**config.mk**
```make
export PLATFORM = sky130hd
export DESIGN_NAME = ptt_front
export DESIGN_NICKNAME = d
export VERILOG_FILES = /design/src/hdl/ptt_pkg.sv /design/src/hdl/ptt_front.sv
export SDC_FILE = /design/constraint.sdc
export NUM_CORES = 1
export LEC_CHECK = 0
export BUFFER_PORTS_ARGS = -buffer_cell sky130_fd_sc_hd__buf_4
export CORE_MARGIN = 5
export CORE_UTILIZATION = 55
export DETAILED_ROUTE_END_ITERATION = 10
export PLACE_DENSITY = 0.73
export REMOVE_ABC_BUFFERS = 1
export SYNTH_ARGS = -nofsm -noshare
export SYNTH_HDL_FRONTEND = slang
export SYNTH_SLANG_ARGS = --single-unit
```
**constraint.sdc**
```tcl
create_clock -name clk -period 4.4 [get_ports clk]
set_input_delay 0 -clock clk [delete_from_list [all_inputs] [get_ports clk]]
set_output_delay 0 -clock clk [all_outputs]
set_load 0.005 [all_outputs]
```
**src/hdl/ptt_pkg.sv**
```systemverilog
`timescale 1ns / 1ps

package ptt_pkg;

	// geometry of the translated space
	localparam int PAGE_COUNT  = 64;
	localparam int FRAME_COUNT = 16;
	localparam int OFFSET_BITS = 12;

	localparam int DATA_W   = 32;
	localparam int VADDR_W  = 32;
	localparam int INDEX_W  = 20;
	localparam int VPN_W    = VADDR_W - OFFSET_BITS;
	localparam int PAGE_W   = (PAGE_COUNT > 1) ? $clog2(PAGE_COUNT) : 1;
	localparam int FRAME_W  = (FRAME_COUNT > 1) ? $clog2(FRAME_COUNT) : 1;
	localparam int OFF_W    = OFFSET_BITS - 2;
	localparam int WORD_W   = FRAME_W + OFF_W;
	localparam int WORD_COUNT = FRAME_COUNT << OFF_W;

	typedef enum logic [1:0] {
		ACT_MAP   = 2'd0,
		ACT_READ  = 2'd1,
		ACT_WRITE = 2'd2,
		ACT_NONE  = 2'd3
	} act_t;

	typedef enum logic [1:0] {
		ST_OK          = 2'd0,
		ST_PAGE_RANGE  = 2'd1,
		ST_UNMAPPED    = 2'd2,
		ST_FRAME_RANGE = 2'd3
	} status_t;

	typedef enum logic [1:0] {
		OP_NONE  = 2'd0,
		OP_READ  = 2'd1,
		OP_WRITE = 2'd2,
		OP_SPARE = 2'd3
	} op_t;

	// one classified command handed from the front to the back
	typedef struct packed {
		op_t                op;
		logic [WORD_W-1:0]  addr;
		logic [DATA_W-1:0]  wdata;
		status_t            status;
	} ptt_cmd_t;

endpackage

```
**src/hdl/ptt_front.sv**
```systemverilog
`timescale 1ns / 1ps

module ptt_front import ptt_pkg::*; (
	input  logic                clk,
	input  logic                arst_n,
	input  logic                mem_ready,
	input  logic                in_valid,
	output logic                in_ready,
	input  logic [1:0]          action,
	input  logic [VADDR_W-1:0]  virtual_address,
	input  logic [INDEX_W-1:0]  page_index,
	input  logic [INDEX_W-1:0]  frame_index,
	input  logic [DATA_W-1:0]   write_data,
	output logic                push,
	output ptt_cmd_t            cmd,
	input  logic                q_full
);

	logic [FRAME_W-1:0]  pt_frame_mem [PAGE_COUNT];
	logic [PAGE_COUNT-1:0] page_valid_q;

	logic                accept;
	act_t                act_in;
	logic [VPN_W-1:0]    vpn;
	logic                map_ok;
	status_t             map_st;

	logic                valid_s1;
	act_t                act_s1;
	status_t             map_st_s1;
	logic                page_bad_s1;
	logic                pvalid_s1;
	logic [FRAME_W-1:0]  pframe_s1;
	logic [OFF_W-1:0]    off_s1;
	logic [DATA_W-1:0]   wdata_s1;

	assign act_in = act_t'(action);
	assign vpn    = virtual_address[VADDR_W-1:OFFSET_BITS];

	assign push     = valid_s1 && !q_full;
	assign in_ready = mem_ready && (!valid_s1 || push);
	assign accept   = in_valid && in_ready;

	// map checks the page before the frame
	always_comb begin
		map_st = ST_OK;
		if (32'(page_index) >= 32'(PAGE_COUNT)) begin
			map_st = ST_PAGE_RANGE;
		end else if (32'(frame_index) >= 32'(FRAME_COUNT)) begin
			map_st = ST_FRAME_RANGE;
		end
	end
	assign map_ok = (act_in == ACT_MAP) && (map_st == ST_OK);

	always_ff @(posedge clk or negedge arst_n) begin
		if (!arst_n) begin
			valid_s1     <= 1'b0;
			page_valid_q <= '0;
		end else begin
			if (accept) begin
				valid_s1 <= 1'b1;
			end else if (push) begin
				valid_s1 <= 1'b0;
			end
			if (accept && map_ok) begin
				page_valid_q[page_index[PAGE_W-1:0]] <= 1'b1;
			end
		end
	end

	// page table: frame store plus lookup for the accepted address
	always_ff @(posedge clk) begin
		if (accept && map_ok) begin
			pt_frame_mem[page_index[PAGE_W-1:0]] <= frame_index[FRAME_W-1:0];
		end
		if (accept) begin
			pframe_s1   <= pt_frame_mem[vpn[PAGE_W-1:0]];
			pvalid_s1   <= page_valid_q[vpn[PAGE_W-1:0]];
			page_bad_s1 <= 32'(vpn) >= 32'(PAGE_COUNT);
			act_s1      <= act_in;
			map_st_s1   <= map_st;
			off_s1      <= virtual_address[OFFSET_BITS-1:2];
			wdata_s1    <= write_data;
		end
	end

	// classify the held transaction
	always_comb begin
		status_t acc_st;
		acc_st = ST_OK;
		if (page_bad_s1) begin
			acc_st = ST_PAGE_RANGE;
		end else if (!pvalid_s1) begin
			acc_st = ST_UNMAPPED;
		end else if (32'(pframe_s1) >= 32'(FRAME_COUNT)) begin
			acc_st = ST_FRAME_RANGE;
		end
		cmd.addr  = {pframe_s1, off_s1};
		cmd.wdata = wdata_s1;
		unique case (act_s1)
			ACT_MAP: begin
				cmd.op     = OP_NONE;
				cmd.status = map_st_s1;
			end
			ACT_READ: begin
				cmd.op     = (acc_st == ST_OK) ? OP_READ : OP_NONE;
				cmd.status = acc_st;
			end
			ACT_WRITE: begin
				cmd.op     = (acc_st == ST_OK) ? OP_WRITE : OP_NONE;
				cmd.status = acc_st;
			end
			default: begin
				cmd.op     = OP_NONE;
				cmd.status = ST_OK;
			end
		endcase
	end

	a_no_accept_in_clear: assert property (@(posedge clk) disable iff (!arst_n)
		accept |-> mem_ready) else $error("transaction taken during memory clear");
	a_s1_held: assert property (@(posedge clk) disable iff (!arst_n)
		valid_s1 && !push |=> valid_s1) else $error("stalled front stage lost");

endmodule

```
==> reports/results.tsv <==
stage	metric	value	unit
synthesis	YS warnings	0	
synthesis	EDFF count, synth	308	
placement	gp weighted congestion	0.852	
floorplan	Rows	59	
critical_path	crit end category	register	
final_layout	most frequent cells in the layout	308 x edfxtp_1, 166 x buf_4, 88 x nor2_1	
grt	initial antenna violation count	0	
final_layout	FF+latch area	0.0109	mm2
critical_path	critical path arrival	2890	ps
grt	vias in the first global route	8699	
floorplan	CORE AREA	0.0261	mm2
detailed_routing	drt via density	6.02	
floorplan	chip width	173	um
synthesis	register area share after synthesis	74.2	%
cts	CTS H-tree depth	2	
synthesis	synthesis-stage register bit count	373	
power	PD cells	407	mW/mm2
final_layout	commonest non-fill, non-tap cell in the layout	edfxtp_1	
detailed_routing	ANT nets after route	0	
detailed_routing	DRC	0	
sta	fmax	0.368	GHz
sta	total negative slack	0	ps
sta	clk_skew	17.2	ps
synthesis	Mapped Area	0.0147	mm2
cts	post-cts gate resize count	0	
sta	Rel. slew slack	27.9	%
placement	Detailed Place HPWL	20.0	mm
cts	TritonCTS buffer count	37	
final_layout	layout cell share with drive strength beyond 1	29.3	%
synthesis	Synth area leader	edfxtp_1	
critical_path	critical path cell sequence	dlygate4sd3_1 -> buf_4 -> nor4_1 -> nand4_1 -> nor4_2 -> nand3_1 -> nor2_1	
floorplan	die area	0.0300	mm2
critical_path	critical path's largest stage delay	660	ps
cts	Clock Sinks	373	
critical_path	CP Max Fanout	16	
cts	Max clock buf depth	3	
sta	endpoints failing hold	0	
grt	GRT Resource Usage Total	22.1	%
sta	min cycle time layout	2720	ps
floorplan	initial core utilization	56.1	%
sta	Finish-stage setup viols	0	
hold_path	worst hold endpoint	map_st_s1[0]	
floorplan	die height	173	um
run_status	outcome	finished clean	
critical_path	Critical Path Start Type	primary input	
sta	Max Slew Vio Count	0	
run	Max Cap Viol	0	
synthesis	top cell type's share of synthesized area	63.1	%
critical_path	FF-to-FF path depth	5	
critical_path	worst r2r src	valid_s1	
detailed_routing	DRT Pass-1 Iters	5	
sta	Final period util	61.8	%
grt	Overflow after GRT	0	
cts	clk root buf	clkbuf_16	
power	Worst VDD drop	0.000215	V
detailed_routing	DRT iter0 DRCs	756	
final_layout	Antenna diodes	0	
critical_path	Worst Path Required	4570	ps
synthesis	Top FF cell, synth	edfxtp_1	
hold_path	hold crit path type	primary input to register	
critical_path	Slowest-stage cell, CP	nor4_2	
final_layout	Layout Area Growth over Synthesis	21.2	%
synthesis	Cells after Synth	805	
placement	# port buffers	160	
synthesis	top cells by area, synth	edfxtp_1 63%, mux4_2 12%, dfrtp_1 11%	
grt	global-route wire length before repair	51.5	mm
cts	CTS tree	done	
final_layout	nets@finish	1128	
synthesis	syn_area_per_cell	18.2	um2
final_layout	multi-input logic area	0.00354	mm2
cts	Hold Buf Count CTS	52	
power	total power	0.00724	W
cts	Worst-Skew Late Latency	520	ps
detailed_routing	WL final	33.0	mm
sta	worst-margin pin slew	1080	ps
cts	Setup Fix Bufs, Post-CTS	0	
grt	largest net degree at the start of global routing	66	
detailed_routing	DR WL/cell	24.0	um
detailed_routing	Via Count	8282	
hold_path	Hold Crit Depth	4	
critical_path	Worst R2R Setup Slack	1720	ps
cts	Reg clk slew, reported paths	60	ps
synthesis	post-synthesis cell type count	42	
hold_path	min-delay src	frame_index[15]	
critical_path	worst flop-to-flop path endpoint	pt_frame_mem[63][3]	
synthesis	Async SR Flop Fraction	17.4	%
power	static leakage	6.31	nW
floorplan	I/O pin total	163	
final_layout	Fillers	1665	
critical_path	Setup Crit Path Kind	primary input to register	
sta	RSZ-0062 raised after global routing	no	
## critical path, delay by kind of cell
kind | cells | cell delay (ps)
simple gates | 5 | 2220
buf+inv | 2 | 660
## cells by family (layout without fill, tap and decap cells)
family | Yosys count | in the layout | share of synthesized area [%]
multiplexers | 90 | 90 | 12.8
AO/OA/AOI/OAI | 109 | 109 | 5.52
flip-flops | 373 | 373 | 74.2
AND/OR/NAND/NOR | 172 | 172 | 5.43
buffers and inverters | 57 | 292 | 1.72
adder cells (fa/ha/maj) | 4 | 4 | 0.341
## layout make-up
class                   count  area share (%)
clock buffers              53            5.83
clock inverters            13           0.549
inverters                   7           0.148
multi-input cells         375            19.9
flip-flops and latches    373            61.2
well taps                 335            2.36
repair buffers            219            10.0
## sequential cells by signal (all words and copies together), names as in the netlist
| signal | cells |
|---|---|
| act_s1 | 2 |
| map_st_s1 | 2 |
| off_s1 | 10 |
| page_bad_s1 | 1 |
| page_valid_q | 64 |
| pframe_s1 | 4 |
| pt_frame_mem | 256 |
| pvalid_s1 | 1 |
| valid_s1 | 1 |
| wdata_s1 | 32 |
## power by group
part,switching (W),internal [W],leakage [nW],total [W]
Combinational,0.000235,0.000203,2.07,0.000438
Clock,0.00124,0.00170,0.554,0.00294
Sequential,0.00000751,0.00385,3.69,0.00386
Total,0.00148,0.00576,6.31,0.00724
## synth_stat cells (5+ instances only)
library cell	count
nand3_1	7
nand4_1	5
inv_1	5
edfxtp_1	308
mux4_2	78
dfrtp_1	65
buf_2	19
clkbuf_1	26
nor4_1	10
nor2_1	88
nand2_1	32
a22oi_1	8
o21bai_1	64
nor2b_1	9
mux2i_1	9
nand3b_1	7
o21ai_0	5
## how the worst max path moves through the flow
stage	start	to	slack, ps	cells past startpoint
global route	frame_index[8]	pt_frame_mem[63][3]	1480	7
global placement	frame_index[12]	pt_frame_mem[56][0]	1630	6
finish	frame_index[8]	pt_frame_mem[63][3]	1680	7
floorplan	valid_s1	act_s1[0]	2320	4
detailed placement	page_index[18]	pt_frame_mem[56][0]	1480	6
CTS	frame_index[8]	pt_frame_mem[32][3]	1660	7
## per-layer routing
layer / GRT usage, % / vias to the layer above / share of wire (%)
met1: 31.7 / 4234 / 42
li1: - / 3611 / -
met3: 3.64 / 61 / 7.0
met4: 6.19 / 0 / 2.5
met2: 35.8 / 376 / 49
met5: 0 / - / 0
## stage by stage
stage / instances / area [um2] / worst slack, ps / hold slack [ps] / utilization (%)
3_3_place_gp: 1257 / 16100 / 1630 / 148 / 61.7
2_1_floorplan: 755 / 14400 / 2320 / -296 / -
3_5_place_dp: 1257 / 16100 / 1480 / 149 / 61.7
6_report: 1375 / 17800 / 1680 / 7.82 / 68.0
4_1_cts: 1375 / 17800 / 1660 / 2.01 / 68.0
5_1_grt: 1375 / 17800 / 1480 / 22.9 / 68.0
Power figures use the tool's default switching activity.
