$ cat config.mk
export PLATFORM = sky130hd
export DESIGN_NAME = ptt_queue
export DESIGN_NICKNAME = d
export VERILOG_FILES = /design/src/hdl/ptt_pkg.sv /design/src/hdl/ptt_queue.sv
export SDC_FILE = /design/constraint.sdc
export NUM_CORES = 1
export LEC_CHECK = 0
export BUFFER_PORTS_ARGS = -buffer_cell sky130_fd_sc_hd__clkbuf_2
export CAP_MARGIN = 30
export CELL_PAD_IN_SITES_DETAIL_PLACEMENT = 1
export CELL_PAD_IN_SITES_GLOBAL_PLACEMENT = 1
export CORE_MARGIN = 1
export CORE_UTILIZATION = 38
export CTS_CLUSTER_SIZE = 24
export DETAILED_ROUTE_END_ITERATION = 8
export GPL_TIMING_DRIVEN = 1
export MAX_ROUTING_LAYER = met4
export PLACE_DENSITY_LB_ADDON = 0.1
export SLEW_MARGIN = 20
export SYNTH_ARGS = -nofsm -noshare
export SYNTH_HDL_FRONTEND = slang
export SYNTH_SLANG_ARGS = --single-unit
$ cat constraint.sdc
create_clock -name clk -period 2.9 [get_ports clk]
set_input_delay 0.145 -clock clk [delete_from_list [all_inputs] [get_ports clk]]
set_output_delay 0.145 -clock clk [all_outputs]
set_load 0.02 [all_outputs]
$ cat src/hdl/ptt_pkg.sv
`timescale 1ns / 1ps

package ptt_pkg;

	// geometry of the translated space
	localparam int PAGE_COUNT  = 64;
	localparam int FRAME_COUNT = 16;
	localparam int OFFSET_BITS = 12;

	localparam int DATA_W   = 32;
	localparam int VADDR_W  = 32;
	localparam int INDEX_W  = 20;
	localparam int VPN_W    = VADDR_W - OFFSET_BITS;
	localparam int PAGE_W   = (PAGE_COUNT > 1) ? $clog2(PAGE_COUNT) : 1;
	localparam int FRAME_W  = (FRAME_COUNT > 1) ? $clog2(FRAME_COUNT) : 1;
	localparam int OFF_W    = OFFSET_BITS - 2;
	localparam int WORD_W   = FRAME_W + OFF_W;
	localparam int WORD_COUNT = FRAME_COUNT << OFF_W;

	typedef enum logic [1:0] {
		ACT_MAP   = 2'd0,
		ACT_READ  = 2'd1,
		ACT_WRITE = 2'd2,
		ACT_NONE  = 2'd3
	} act_t;

	typedef enum logic [1:0] {
		ST_OK          = 2'd0,
		ST_PAGE_RANGE  = 2'd1,
		ST_UNMAPPED    = 2'd2,
		ST_FRAME_RANGE = 2'd3
	} status_t;

	typedef enum logic [1:0] {
		OP_NONE  = 2'd0,
		OP_READ  = 2'd1,
		OP_WRITE = 2'd2,
		OP_SPARE = 2'd3
	} op_t;

	// one classified command handed from the front to the back
	typedef struct packed {
		op_t                op;
		logic [WORD_W-1:0]  addr;
		logic [DATA_W-1:0]  wdata;
		status_t            status;
	} ptt_cmd_t;

endpackage

$ cat src/hdl/ptt_queue.sv
`timescale 1ns / 1ps

module ptt_queue import ptt_pkg::*; (
	input  logic      clk,
	input  logic      arst_n,
	input  logic      push,
	input  ptt_cmd_t  cmd_in,
	output logic      full,
	input  logic      pop,
	output ptt_cmd_t  cmd_out,
	output logic      empty
);

	ptt_cmd_t    entry_q [2];
	logic        wr_ptr_q;
	logic        rd_ptr_q;
	logic [1:0]  count_q;

	assign full    = count_q == 2'd2;
	assign empty   = count_q == 2'd0;
	assign cmd_out = entry_q[rd_ptr_q];

	always_ff @(posedge clk or negedge arst_n) begin
		if (!arst_n) begin
			wr_ptr_q <= 1'b0;
			rd_ptr_q <= 1'b0;
			count_q  <= 2'd0;
		end else begin
			if (push) begin
				wr_ptr_q <= !wr_ptr_q;
			end
			if (pop) begin
				rd_ptr_q <= !rd_ptr_q;
			end
			if (push && !pop) begin
				count_q <= count_q + 2'd1;
			end else if (pop && !push) begin
				count_q <= count_q - 2'd1;
			end
		end
	end

	always_ff @(posedge clk) begin
		if (push) begin
			entry_q[wr_ptr_q] <= cmd_in;
		end
	end

	a_no_overflow: assert property (@(posedge clk) disable iff (!arst_n)
		!(push && full)) else $error("queue overflow");
	a_no_underflow: assert property (@(posedge clk) disable iff (!arst_n)
		!(pop && empty)) else $error("queue underflow");

endmodule

==> metrics.txt, run 1 <==
Final Skew=0.00818 ns; number of port buffers=105; reg2reg end=entry_q[1][30]$_DFFE_PP_; gpl congestion=0.642; worst r2r src=wr_ptr_q$_DFFE_PN0P_; via count=2100; maximum vdd ir drop=0.437 mV; Critical-path top delay cell=dfrtp_4; FFs w/ async S/R, synth=3.85%; Yosys cell types=13; Slew headroom=53.8%; crit path cell chain=buf_12 -> mux2_4 -> clkbuf_2; CP Capture Type=output pin; Total Routing Usage GR=14.8%; CP Launch Type=flop; Syn Area/Cell=23.5 um^2; Synth Warn #=0; Detailed Place HPWL=4.66 mm; dpl cells=411; number of routed nets with antenna violations=0; Crit path max-delay family=flip-flops; Fmax=488 MHz; share of cells above drive strength 1=50.4%; CP Class=reg2out; Filler cells=1001; Critical Path Stages=3; unrepaired setup endpoints after global routing=false; area grow syn2layout=32.4%; critical path endpoint=cmd_out[14]; post-synth net total=227; Final Hold Fails=0; GR Util met3=3.87%; met2 Use GR=24.6%; Iter 0 DRT Violations=48; CTS root buf=clkbuf_8; CTS buffer count=9; top post-synthesis cells by area=edfxtp_1 74%, mux2_4 18%, buf_12 2.5%, dfrtp_1 2.5%, xor2_1 0.87%; Worst Hold Class=in2reg; sequential share of the synthesized area=76.7%; Most Used Layer, Global Route=met2; Worst EP arrival=1.90 ns; routed length per instance=15.6 um; clk slew on worst S/H paths=0.09 ns; DIE AREA=11100 um^2; grt met1 use=16.8%; Worst Reg-to-Reg Cells=2; Reg2Reg Setup Slack=1.22 ns; Top Ports=106; leakage power=0.00220 uW; max-slew violations=0; Critical path origin=rd_ptr_q$_DFFE_PN0P_; Rows=37; ys flop type=edfxtp_1; top-area cell type share of the netlist area=74.2%; Skew-Pair Late Insertion Delay=0.37 ns; largest net degree at the start of global routing=51; Critical Path RT=2.76 ns; worst path buffer plus inverter count=2; # DRC=0; final setup violation count=0; Post-DP Area=4690 um^2; hold path startpoint=push; Final Cell Area=5360 um^2; Avg Vias per Cell=4.38; Layout Nets=393; vias in the first global route=2297; most frequent cell after synthesis=edfxtp_1; Initial Util=39.2%; max-cap violations=0; crit path max fanout=30; initial antenna violation count=0; first-pass GRT wire length=11.7 mm; diodes inserted=0; clock tree from TritonCTS=yes; total power=4680 uW; Final min period=2.05 ns; Post-Synthesis Cell Area=4050 um^2; CTS Buffer Depth=2; drt first pass iters=2; most frequent cells after synthesis=100 x edfxtp_1, 49 x mux2_4, 5 x buf_12; Final Non-Filler Cells=479; Slew @ Worst Pin=0.693 ns; TNS Setup=0 ns; # H-tree levels=3; Synth area leader=edfxtp_1; number of synthesized register bits=104; TritonCTS sink count=104; GRT overflow=0; power density over cell area=874 nW/um^2; Post-synth EDFFs=100; core area=10300 um^2; width of the die=105 um; final WL=7.45 mm; outcome=finished, final reports clean; DIE HEIGHT=105 um; Syn Inst Count=172; Period Utilization, post-route=70.7%; worst stage delay on the critical path=0.71 ns
cell families (layout without fill, tap and decap cells):
family | count (synthesis) | in the layout | share of synthesized area (%)
and+or+nand+nor | 5 | 5 | 0.649
muxes | 50 | 50 | 18.5
DFF | 104 | 104 | 76.7
adders and majority gates | 1 | 1 | 0.309
xor gates and xnor gates | 5 | 5 | 1.08
buffers and inverters | 7 | 178 | 2.84
how the worst min path moves through the flow:
stage	end	cells after the start
after floorplan	count_q[0]$_DFFE_PN0P_	0
after global placement	count_q[1]$_DFFE_PN0P_	1
after global routing	wr_ptr_q$_DFFE_PN0P_	2
final	wr_ptr_q$_DFFE_PN0P_	2
after detailed placement	count_q[1]$_DFFE_PN0P_	1
after CTS	wr_ptr_q$_DFFE_PN0P_	2
flip-flops by register name, indices dropped and copies added, names as in the netlist:
signal    flops
wr_ptr_q      1
rd_ptr_q      1
count_q       2
entry_q     100
where the power goes:
group	internal [uW]	total, uW	switching (uW)
Clock	295	755	460
Combinational	830	1760	927
Sequential	2000	2170	173
layer usage:
metal / vias to the layer above / part of all wire (%)
li1: 1001 / -
met1: 1031 / 42
met2: 59 / 52
met3: 9 / 4.4
met4: 0 / 1.2
met5: - / 0
placed cells by master, fill, tap and decap left out:
| master | count |
|---|---|
| dfrtp_4 | 1 |
| xnor2_1 | 1 |
| dlygate4sd3_1 | 52 |
| nor2b_1 | 1 |
| nor2b_4 | 1 |
| edfxtp_1 | 100 |
| clkinv_1 | 5 |
| inv_1 | 1 |
| nor2_1 | 2 |
| mux2_4 | 49 |
| clkinv_2 | 2 |
| and2_2 | 1 |
| ha_1 | 1 |
| xor2_1 | 4 |
| buf_12 | 1 |
| clkbuf_8 | 9 |
| dfrtp_1 | 3 |
| mux2_2 | 1 |
| clkbuf_2 | 105 |
| buf_4 | 3 |
through the flow:
stage	hold slack, ns	worst slack (ns)	utilization [%]
floorplan	-0.151	0.765	-
global placement	-0.0327	1.21	45.4
detailed placement	-0.0370	1.18	45.4
CTS	0.00530	0.803	51.9
global route	0.0237	0.759	51.9
finish	0.00852	0.850	51.9
what timing repair did:
action                    in CTS  in global routing
buffers inserted               0                  0
hold buffers                  52                  0
resized for setup              0                  0
hold endpoints to repair     105                  0
layout make-up:
cell class | count | area, um^2 | area share (%)
clock buffer | 9 | 124 | 2.31
multi-input combinational | 61 | 838 | 15.6
clock inverter | 7 | 28.8 | 0.537
sequential | 104 | 3110 | 58.0
tap | 136 | 170 | 3.17
inverter | 1 | 3.75 | 0.0700
timing repair buffer | 161 | 1090 | 20.3
No activity file was read; power rests on OpenSTA's default activity.
==> run 2: changes to the inputs <==
ABC_AREA = 1   (was not set)
clock period = 1.8 ns   (was 2.9 ns; I/O delays follow)
==> run 2 against run 1 <==
Against the previous run:
- design area up 3.3%
- die area increased by 0.49%
- critical path type unchanged
- global-route usage up 0.17 points
- hold slack better by 0.080 ns
- largest power group unchanged
==> metrics.txt, run 2 <==
FFs w/ async S/R, synth=3.85% (unchanged); Final Skew=0.0110 ns (+0.00279 ns); CP Launch Type=flop; number of routed nets with antenna violations=0 (unchanged); DIE AREA=11100 um^2 (+0.49%); gpl congestion=0.714 (+11%); top-area cell type share of the netlist area=73.8% (-0.37 points); final WL=7.57 mm (+1.6%); Util after Layout=53.4% (+1.5 points); Yosys cell types=14 (+1); max-slew violations=0 (unchanged); Largest Register=entry_q; number of port buffers=105 (unchanged); maximum vdd ir drop=0.720 mV (+65%); core area=10400 um^2 (+0.45%); clk slew on worst S/H paths=0.09 ns (about the same); CP Capture Type=output pin; Slew @ Worst Pin=0.387 ns (-0.306 ns); Synth area leader=edfxtp_1; most frequent cell after synthesis=edfxtp_1; drt first pass iters=4 (+2); diodes inserted=0 (unchanged); most frequent cells after synthesis=100 x edfxtp_1, 49 x mux2_4, 7 x inv_1; Avg Vias per Cell=4.49 (+2.3%); Critical Path RT=1.71 ns (-1.05 ns); Final min period=1.66 ns; Place WS=0.337 ns (-0.842 ns); Initial Util=39.2% (about the same); vias in the first global route=2464 (+7.3%); Top Ports=106 (unchanged); area grow syn2layout=36.1%; share of cells above drive strength 1=51.0% (+0.54 points); Synth Warn #=0 (unchanged); Final Non-Filler Cells=495 (+3.3%); Skew-Pair Late Insertion Delay=0.35 ns (-0.02 ns); highest routed layer=met4; CTS buffer count=9 (unchanged); via count=2221 (+5.8%); commonest non-fill, non-tap cell in the layout=clkbuf_2; sequential share of the synthesized area=76.3% (-0.38 points); Slew headroom=74.2% (+20 points); final setup violation count=0 (unchanged); first-pass GRT wire length=12.0 mm (+2.1%); clock tree from TritonCTS=yes; Syn Inst Count=181 (+5.2%); post-synth net total=236 (+4.0%); ys flop type=edfxtp_1; dpl cells=423 (+2.9%); Total Routing Usage GR=15.0% (+0.17 points); Critical path origin=rd_ptr_q$_DFFE_PN0P_; Worst Hold Class=in2async; leakage power=0.00229 uW (+4.1%); routed length per instance=15.3 um (-1.7%); outcome=finished, final reports clean; # H-tree levels=3 (unchanged); GRT overflow=0 (unchanged); Post-Synthesis Cell Area=4070 um^2 (+0.49%); met3 wire length=409 um (+25%); Iter 0 DRT Violations=41 (-15%); PnR worst setup slack=0.135 ns (-0.715 ns); unrepaired setup endpoints after global routing=false; CTS Buffer Depth=2 (unchanged); top post-synthesis cells by area=edfxtp_1 74%, mux2_4 18%, buf_12 2.5%, dfrtp_1 2.5%, inv_1 0.65%; total power=8040 uW (+72%); Rows=37 (unchanged); TNS Setup=0 ns (unchanged); Worst EP arrival=1.57 ns (-0.33 ns); largest net degree at the start of global routing=28 (-45%); DIE HEIGHT=105 um (+0.24%); CP Class=reg2out; max-cap violations=0 (unchanged); CTS root buf=clkbuf_8; max reg flops=100 (unchanged); Post-synth EDFFs=100 (unchanged); Syn Area/Cell=22.5 um^2 (-4.5%); number of synthesized register bits=104 (unchanged); crit path max fanout=7 (-77%); most frequent cells in the layout=105 x clkbuf_2, 100 x edfxtp_1, 53 x dlygate4sd3_1, 49 x mux2_4, 9 x clkbuf_8; Layout Nets=410 (+4.3%); # DRC=0 (unchanged); Fmax=601 MHz; width of the die=105 um (+0.24%); Period Utilization, post-route=92.5%; TritonCTS sink count=104 (unchanged); power density over cell area=1450 nW/um^2 (+66%); met1 WL=3.03 mm (-3.1%); post_cts resized=0 (unchanged); worst r2r src=wr_ptr_q$_DFFE_PN0P_; Detailed Place HPWL=4.70 mm (+0.85%); initial antenna violation count=0 (unchanged); met2 WL=3.97 mm (+1.4%); Regs by FF count=entry_q (100), count_q (2); Final Hold Fails=0 (unchanged)
run 2: cell types whose count changed after synthesis, sizes merged:
cell   change
nand2      +5
nand4      +1
inv        +6
xor2       -2
nor2b      -2
and2       -1
nor2       +1
nand3      +1
run 2: power breakdown:
group	total (uW)	internal (uW)	switching (uW)
sequential	3400	3220	182
combinational	3140	1480	1650
clock	1510	776	733
total	8040	5480	2570
run 2: critical path, stage by stage (launching register included):
cell and delay (ns):
dfrtp_4 0.56, buf_4 0.20, mux2_4 0.31, clkbuf_2 0.16
run 2: repair_timing:
action | 4_1_cts | 5_1_grt
hold buffers | 53 | 0
endpoints found under the hold margin | 106 | 0
setup endpoints to repair | 37 | 0
setup buffers | 4 | 0
run 2: cell type report:
type	count	area, um^2
Clock buffer	10	128
Multi-Input combinational cell	64	835
Inverter	7	26.3
Tap cell	136	170
Fill cell	1005	4830
Clock inverter	5	82.6
Sequential cell	104	3110
Timing Repair Buffer	169	1190
run 2: metal layers:
layer | GRT usage (%) | vias to the layer above
met5 | - | -
met4 | 5.63 | 0
met3 | 5.57 | 16
met2 | 26.0 | 78
met1 | 15.4 | 1089
li1 | - | 1038
run 2: cell families after synthesis:
kind of cell,after synthesis,share of synthesized area [%]
flip-flops,104,76.3
multiplexers,50,18.4
buffers and inverters,13,3.38
AND/OR/NAND/NOR,10,1.02
XOR/XNOR,3,0.646
adder cells (fa/ha/maj),1,0.308
run 2: path summary, 6_finish.rpt:
path / endpoint / slack, ns / cells past startpoint
hold reg to reg: count_q[1]$_DFFE_PN0P_ / 0.51 / 2
hold / removal: count_q[1]$_DFFE_PN0P_ / 0.09 / 2
min in group clk: entry_q[0][48]$_DFFE_PP_ / 0.46 / 2
max in group asynchronous: rd_ptr_q$_DFFE_PN0P_ / 1.57 / 2
setup / recovery: cmd_out[10] / 0.14 / 3
setup reg to reg: entry_q[0][16]$_DFFE_PP_ / 0.48 / 2
run 2: metrics by stage:
stage	cell area, um^2	hold slack [ns]
6_report	5540	0.0880
5_1_grt	5540	0.0710
4_1_cts	5540	0.0706
3_5_place_dp	4770	-0.0920
3_3_place_gp	4770	-0.0911
2_1_floorplan	4080	-0.206
==> run 3: changes to the inputs <==
BUFFER_PORTS_ARGS = -buffer_cell sky130_fd_sc_hd__buf_2   (was -buffer_cell sky130_fd_sc_hd__clkbuf_2)
==> run 3 against run 2 <==
Against the previous run:
- first-iteration DRC count fell by 4.9%
- routed wire length is 1.5% lower
- critical path depth unchanged
- clock skew shrank 0.0049 ns
- power is 0.93% lower
- design area shrank 0.52%
- hold slack got worse by 0.019 ns
- global-route usage shrank 0.46 points
- sequential power is essentially flat
- cell count is 0.61% lower
- utilization shrank 0.28 points
- die area unchanged
==> metrics.txt, run 3 (synthesis gave the netlist of run 2 again) <==
Skew-Pair Late Insertion Delay=0.35 ns (about the same); Initial Util=39.2% (unchanged); most frequent cells in the layout=105 x buf_2, 100 x edfxtp_1, 53 x dlygate4sd3_1, 49 x mux2_4, 9 x clkbuf_8; first-pass GRT wire length=11.7 mm (-2.5%); Final Skew=0.00609 ns (-0.00488 ns); Final Hold Fails=0 (unchanged); CTS Buffer Depth=2 (unchanged); Crit path max-delay family=flip-flops; post_cts resized=0 (unchanged); CP Class=reg2out; Top Ports=106 (unchanged); # H-tree levels=3 (unchanged); Worst EP arrival=1.56 ns (about the same); Slew @ Worst Pin=0.406 ns (+0.0185 ns); clk slew on worst S/H paths=0.09 ns (about the same); critical path endpoint=cmd_out[5]; max-cap violations=0 (unchanged); reg2reg end=entry_q[1][47]$_DFFE_PP_; number of routed nets with antenna violations=0 (unchanged); Reg2Reg Setup Slack=0.47 ns (about the same); leakage power=0.00227 uW (-1.1%); TritonCTS sink count=104 (unchanged); gpl congestion=0.664 (-7.0%); Critical path origin=rd_ptr_q$_DFFE_PN0P_; DIE AREA=11100 um^2 (unchanged); worst path buffer plus inverter count=2 (unchanged); Total Routing Usage GR=14.5% (-0.46 points); core area=10400 um^2 (unchanged); CP Capture Type=output pin; GRT overflow=0 (unchanged); Iter 0 DRT Violations=39 (-4.9%); max-slew violations=0 (unchanged); Critical Path Stages=3 (unchanged); CTS buffer count=9 (unchanged); Layout Nets=406 (-0.98%); Rows=37 (unchanged); commonest non-fill, non-tap cell in the layout=buf_2; Critical-path top delay cell=dfrtp_4; worst r2r src=wr_ptr_q$_DFFE_PN0P_; Regs by FF count=entry_q (100), count_q (2); DIE HEIGHT=105 um (unchanged); share of cells above drive strength 1=50.6% (-0.41 points); area grow syn2layout=35.4%; CP Launch Type=flop; Slew headroom=72.9% (-1.2 points); crit path max fanout=9 (+2); crit path cell chain=buf_4 -> mux2_4 -> buf_2; Largest Register=entry_q; via count=2159 (-2.8%); final WL=7.45 mm (-1.5%); diodes inserted=0 (unchanged); clock tree from TritonCTS=yes; routed length per instance=15.1 um (-0.92%); unrepaired setup endpoints after global routing=false; Period Utilization, post-route=91.8% (-0.66 points); number of port buffers=105 (unchanged); max reg flops=100 (unchanged); maximum vdd ir drop=0.623 mV (-14%); outcome=finished, final reports clean; Fmax=605 MHz (+0.72%); Util after Layout=53.1% (-0.28 points); total power=7970 uW (-0.93%); Critical Path RT=1.71 ns (about the same); initial antenna violation count=0 (unchanged); final setup violation count=0 (unchanged); width of the die=105 um (unchanged); largest net degree at the start of global routing=30 (+7.1%); Avg Vias per Cell=4.39 (-2.2%); Final min period=1.65 ns (-0.0119 ns); power density over cell area=1450 nW/um^2 (-0.41%); worst stage delay on the critical path=0.52 ns (-0.04 ns); vias in the first global route=2378 (-3.5%); Worst Hold Class=in2async; # DRC=0 (unchanged); Detailed Place HPWL=4.75 mm (+1.2%); CTS root buf=clkbuf_8; drt first pass iters=4 (unchanged); Worst Reg-to-Reg Cells=3 (+1)
run 3: cell count changes in the layout (fill, tap and decap cells not counted):
cell,change
clkinv_2,+3
buf_2,+105
clkinv_4,+1
clkbuf_2,-105
clkinvlp_4,-3
buf_4,-4
run 3: stage by stage:
| stage | hold slack, ns | area [um^2] | setup TNS [ns] | setup slack [ns] | std cells |
|---|---|---|---|---|---|
| 6_report | 0.0688 | 5510 | 0 | 0.147 | 492 |
| 5_1_grt | 0.0643 | 5510 | 0 | 0.105 | 492 |
| 4_1_cts | 0.0484 | 5510 | 0 | 0.113 | 492 |
| 3_5_place_dp | -0.0865 | 4760 | 0 | 0.395 | 422 |
| 3_3_place_gp | -0.0909 | 4760 | 0 | 0.397 | 422 |
| 2_1_floorplan | -0.206 | 4080 | -2.40 | -0.0480 | 181 |
run 3: power by group:
group	internal (uW)	total, uW	switching [uW]
combinational	1440	3070	1630
clock	779	1520	740
sequential	3220	3380	163
run 3: worst min path at each step:
| stage | endpoint | slack [ns] | cells after the start | startpoint |
|---|---|---|---|---|
| global route | wr_ptr_q$_DFFE_PN0P_ | 0.06 | 2 | arst_n |
| detailed placement | count_q[1]$_DFFE_PN0P_ | -0.09 | 1 | arst_n |
| global placement | count_q[1]$_DFFE_PN0P_ | -0.09 | 1 | arst_n |
| finish | count_q[0]$_DFFE_PN0P_ | 0.07 | 2 | arst_n |
| CTS | count_q[1]$_DFFE_PN0P_ | 0.05 | 2 | arst_n |
| floorplan | count_q[0]$_DFFE_PN0P_ | -0.21 | 0 | arst_n |
run 3: layout make-up:
class                           instances  area (um^2)
Tap cell                              136          170
Multi-Input combinational cell         64          835
Inverter                                7         26.3
Fill cell                             996         4860
Clock inverter                          6         83.8
Timing Repair Buffer                  165         1160
Sequential cell                       104         3110
Clock buffer                           10          128
run 3: routing by layer:
metal / up-vias / wire [um] / GRT usage, %
met5: - / 0 / -
met3: 11 / 382 / 3.77
li1: 1031 / - / -
met2: 67 / 3720 / 24.2
met1: 1050 / 3230 / 16.7
met4: 0 / 122 / 5.73
run 3: timing repair:
| item | 4_1_cts | 5_1_grt |
|---|---|---|
| setup endpoints to repair | 1 | 0 |
| endpoints found under the hold margin | 106 | 0 |
| buffers inserted | 1 | 0 |
| hold buffers | 53 | 0 |
